## src/rtl/chs_hash.sv

```systemverilog
// Bucket hash unit: non-negative remainder of a signed key by the bucket count,
// one quotient bit per cycle (restoring division).
module chs_hash (
    input  logic        i_clk,
    input  logic        i_rst_n,
    input  logic        i_start,
    input  logic [31:0] i_key,
    input  logic [6:0]  i_div,
    output logic        o_done,
    output logic [6:0]  o_rem
);
    logic [31:0] r_mag;
    logic [6:0]  r_rem;
    logic [5:0]  r_cnt;
    logic        r_busy;
    logic        r_neg;
    logic        r_done;
    logic [7:0]  w_trial;
    logic [6:0]  w_fix;

    assign w_trial = {r_rem, r_mag[31]};

    always_ff @(posedge i_clk) begin
        if (!i_rst_n) begin
            r_busy <= 1'b0;
            r_done <= 1'b0;
        end else begin
            r_done <= 1'b0;
            if (i_start) begin
                r_busy <= 1'b1;
                r_cnt  <= 6'd0;
                r_rem  <= 7'd0;
                r_neg  <= i_key[31];
                r_mag  <= i_key[31] ? (~i_key + 32'd1) : i_key;
            end else if (r_busy) begin
                r_mag <= {r_mag[30:0], 1'b0};
                if (w_trial >= {1'b0, i_div}) begin
                    r_rem <= 7'(w_trial - {1'b0, i_div});
                end else begin
                    r_rem <= w_trial[6:0];
                end
                r_cnt <= r_cnt + 6'd1;
                if (r_cnt == 6'd31) begin
                    r_busy <= 1'b0;
                    r_done <= 1'b1;
                end
            end
        end
    end

    assign w_fix = (r_neg && r_rem != 7'd0) ? 7'(i_div - r_rem) : r_rem;
    assign o_rem = w_fix;
    assign o_done = r_done;
endmodule

```

## config.mk

```make
export PLATFORM = sky130hd
export DESIGN_NAME = chs_hash
export DESIGN_NICKNAME = d
export VERILOG_FILES = /design/src/rtl/chs_hash.sv
export SDC_FILE = /design/constraint.sdc
export NUM_CORES = 1
export LEC_CHECK = 0
export BUFFER_PORTS_ARGS = -buffer_cell sky130_fd_sc_hd__buf_2
export CAP_MARGIN = 20
export CORE_AREA = 2 2 86 88
export CTS_CLUSTER_DIAMETER = 30
export DETAILED_ROUTE_END_ITERATION = 12
export DIE_AREA = 0 0 88 90
export PLACE_DENSITY = 0.84
export SYNTH_ARGS = -nofsm -noshare
export SYNTH_HDL_FRONTEND = slang
export SYNTH_SLANG_ARGS = --single-unit
```

## constraint.sdc

```tcl
create_clock -name i_clk -period 2.36 [get_ports i_clk]
set_input_delay 0.236 -clock i_clk [delete_from_list [all_inputs] [get_ports i_clk]]
set_output_delay 0.236 -clock i_clk [all_outputs]
set_load 0.05 [all_outputs]
```

==> reports/metrics.cfg <==
[synth]
ys.flop_type = edfxtp_1
avgSynthCellArea_sq_um = 9.61
postSynthCellCount = 356
synth_common_cells = nor2_1, edfxtp_1, a21oi_1
syn-num-nets = 415
synth.most_common_cell = nor2_1
async_reset_ff_frac = 0
synth_area_leaders = edfxtp_1, xor2_1, nor2_1
synth_area_sq_um = 3420
ys_types = 52
ys_warn_count = 0
yosysTopAreaCell = edfxtp_1
ys_seq_area_frac = 0.416
ys_ff_latch = 48
synth_enable_flop_cells = 46
yosys.area.top_type_share = 0.404

[global_routing]
grt_overflow = 0
grt_start_max_net_pins = 47
grt_pass1_vias = 2863
antenna_found_initial = 0
grt_pass1_wl_um = 13100
track_usage = 0.203

[clock_tree]
htreeDepth = 2
cts_sinks = 48
clockRootBuffer = clkbuf_8
clk_pin_slew_ps = 100
cts_buffers = 5
cts_buffer_depth = 2
clock_latency_ps = 310
cts_hold_buffers = 0
cts_tree = yes

[outcome]
outcome = finished with violations
violations = setup timing

[setup_path]
r2r_end = r_rem[1]
crit_path_end_kind = output port
cp.arrival_ps = 2320
critPathKind = flop to output port
crit_required_ps = 2120
worstSetupStartpointType = flop
r2r-start = r_mag[31]
rrSetupSlack_ps = 60
r2r_cells = 10
worst-path-max-fanout = 3

[routing]
route.detailed.drc = 0
final_antenna_net_count = 0
drt_pass1_iterations = 5
drt_wl_total_um = 7970
drt_iter0_markers = 219
wl_per_cell_um = 15.1
num_vias = 2966
viasPerCell = 5.64

[floorplan]
ioPinCount = 50
die_h_um = 90
die_w_um = 88
fp.coreArea_sq_um = 7020
die-area_sq_um = 7920
rows = 31
initial_core_util = 0.487

[sta]
drv_slew = 0
finalWorstSetupSlack_ps = -200
grt_setup_unrepaired = true
setup_viol = 7
maxSlewHeadroom = 0.594
tightest_slew_ps = 605
fin_crit_ps = 2560
clock_skew_ps = 10.6
finalHoldViolCount = 0
finalCritPeriodShare = 1.08
max_freq_ghz = 0.391

[placement]
dpl.hpwl_um = 5700
place_inst = 508
dp_slack_ps = -49.0
routabilityCongestion = 0.921
portBuffers = 49

[pwr]
comb_power_share = 0.322
p_leak_uw = 0.00163
sequentialPowerShare = 0.458
ir_drop_v = 0.000410
p_int_uw = 1540
p_total_uw = 2280
power_density_nw_per_um2 = 543
p_switching_uw = 735
switching_share = 0.323
clockPowerShare = 0.220

[worst_hold_path]
hp-class = input port to flop
hp-start = i_rst_n
whs_path_depth = 3
hold_end = o_done

[cells_and_area]
antenna_cells = 0
final_cells = 526
drive_gt1_frac = 0.269
synthToLayoutAreaGrowth_pct = 22.9
fin_nets = 485

[job]
maxCapViolCount = 0

-- timing repair --
item / in CTS / in global routing
pin swaps: 2 / 4
setup buffers: 5 / 4
setup endpoints to repair: 10 / 14
gates resized for setup: 13 / 15
gates cloned: 0 / 1
-- power groups by stage --
stage	combinational, uW	clock [uW]	sequential, uW
CTS	688	513	1040
global placement	623	0	1060
detailed placement	648	0	1060
global route	803	547	1050
finish	735	502	1040
floorplan	447	0	1060
-- state kept, by name, indices dropped and copies added (netlist names) --
register  flops
r_mag        32
r_rem         7
r_cnt         6
o_done        1
r_busy        1
r_neg         1
-- through the flow --
| step | instance area [sq um] | util | hold slack, ps | setup TNS [ps] |
|---|---|---|---|---|
| global placement | 3940 | 0.561 | 429 | 0 |
| floorplan | 3460 | - | 335 | -4.96 |
| global route | 4200 | 0.598 | 178 | -1380 |
| CTS | 4120 | 0.586 | 176 | -738 |
| finish | 4200 | 0.598 | 179 | -670 |
| detailed placement | 3940 | 0.561 | 435 | -100 |
-- layout make-up --
cell class,count,area [sq um]
clock buffer,5,68.8
fill,596,2820
sequential,48,1420
inverter,21,78.8
timing repair buffer,77,518
tap,99,124
clock inverter,3,23.8
multi-input combinational,273,1970
-- cell families after synthesis --
group                      count (synthesis)  share of synthesized area
adders and majority gates                 17                     0.0666
xor gates and xnor gates                  33                     0.0845
buffers and inverters                     35                     0.0410
AOI/OAI and AO/OA                         93                      0.186
muxes                                      7                     0.0205
and+or+nand+nor                          123                      0.186
DFF                                       48                      0.416
-- placed cells by master (no fill, tap or decap), drive strengths merged, types with 4 or more instances in the layout --
master,n
nor2b,7
o21a,5
nand2,14
nor2,52
ha,15
nor3,4
a211oi,5
nor4,12
o41ai,8
xor2,23
clkbuf,5
xnor2,10
o31ai,6
mux2i,7
or4,4
nand3,5
inv,21
o21ai,17
a21oi,34
edfxtp,46
a41oi,4
buf,77
-- worst max-delay path by stage --
stage	startpoint	endpoint
after floorplan	r_rem[3]	o_rem[2]
after global placement	i_key[6]	r_mag[15]
after detailed placement	r_mag[31]	r_rem[1]
after CTS	r_rem[0]	o_rem[6]
after global routing	r_rem[0]	o_rem[6]
final	r_rem[1]	o_rem[5]
-- critical path, stage by stage, from the launching register on --
cell	delay [ps]
edfxtp_1	450
inv_1	120
ha_1	240
nand2b_1	120
a21oi_2	90
o21a_1	180
or4b_4	500
o211ai_1	100
buf_4	220
-- per-layer routing --
layer | GRT usage | vias up | routed length, um
met1 | 0.285 | 1416 | 3520
met3 | 0.0303 | 10 | 342
li1 | - | 1458 | -
met4 | 0.0615 | 0 | 122
met5 | 0 | - | 0
met2 | 0.321 | 82 | 3980
Power figures use the tool's default switching activity.
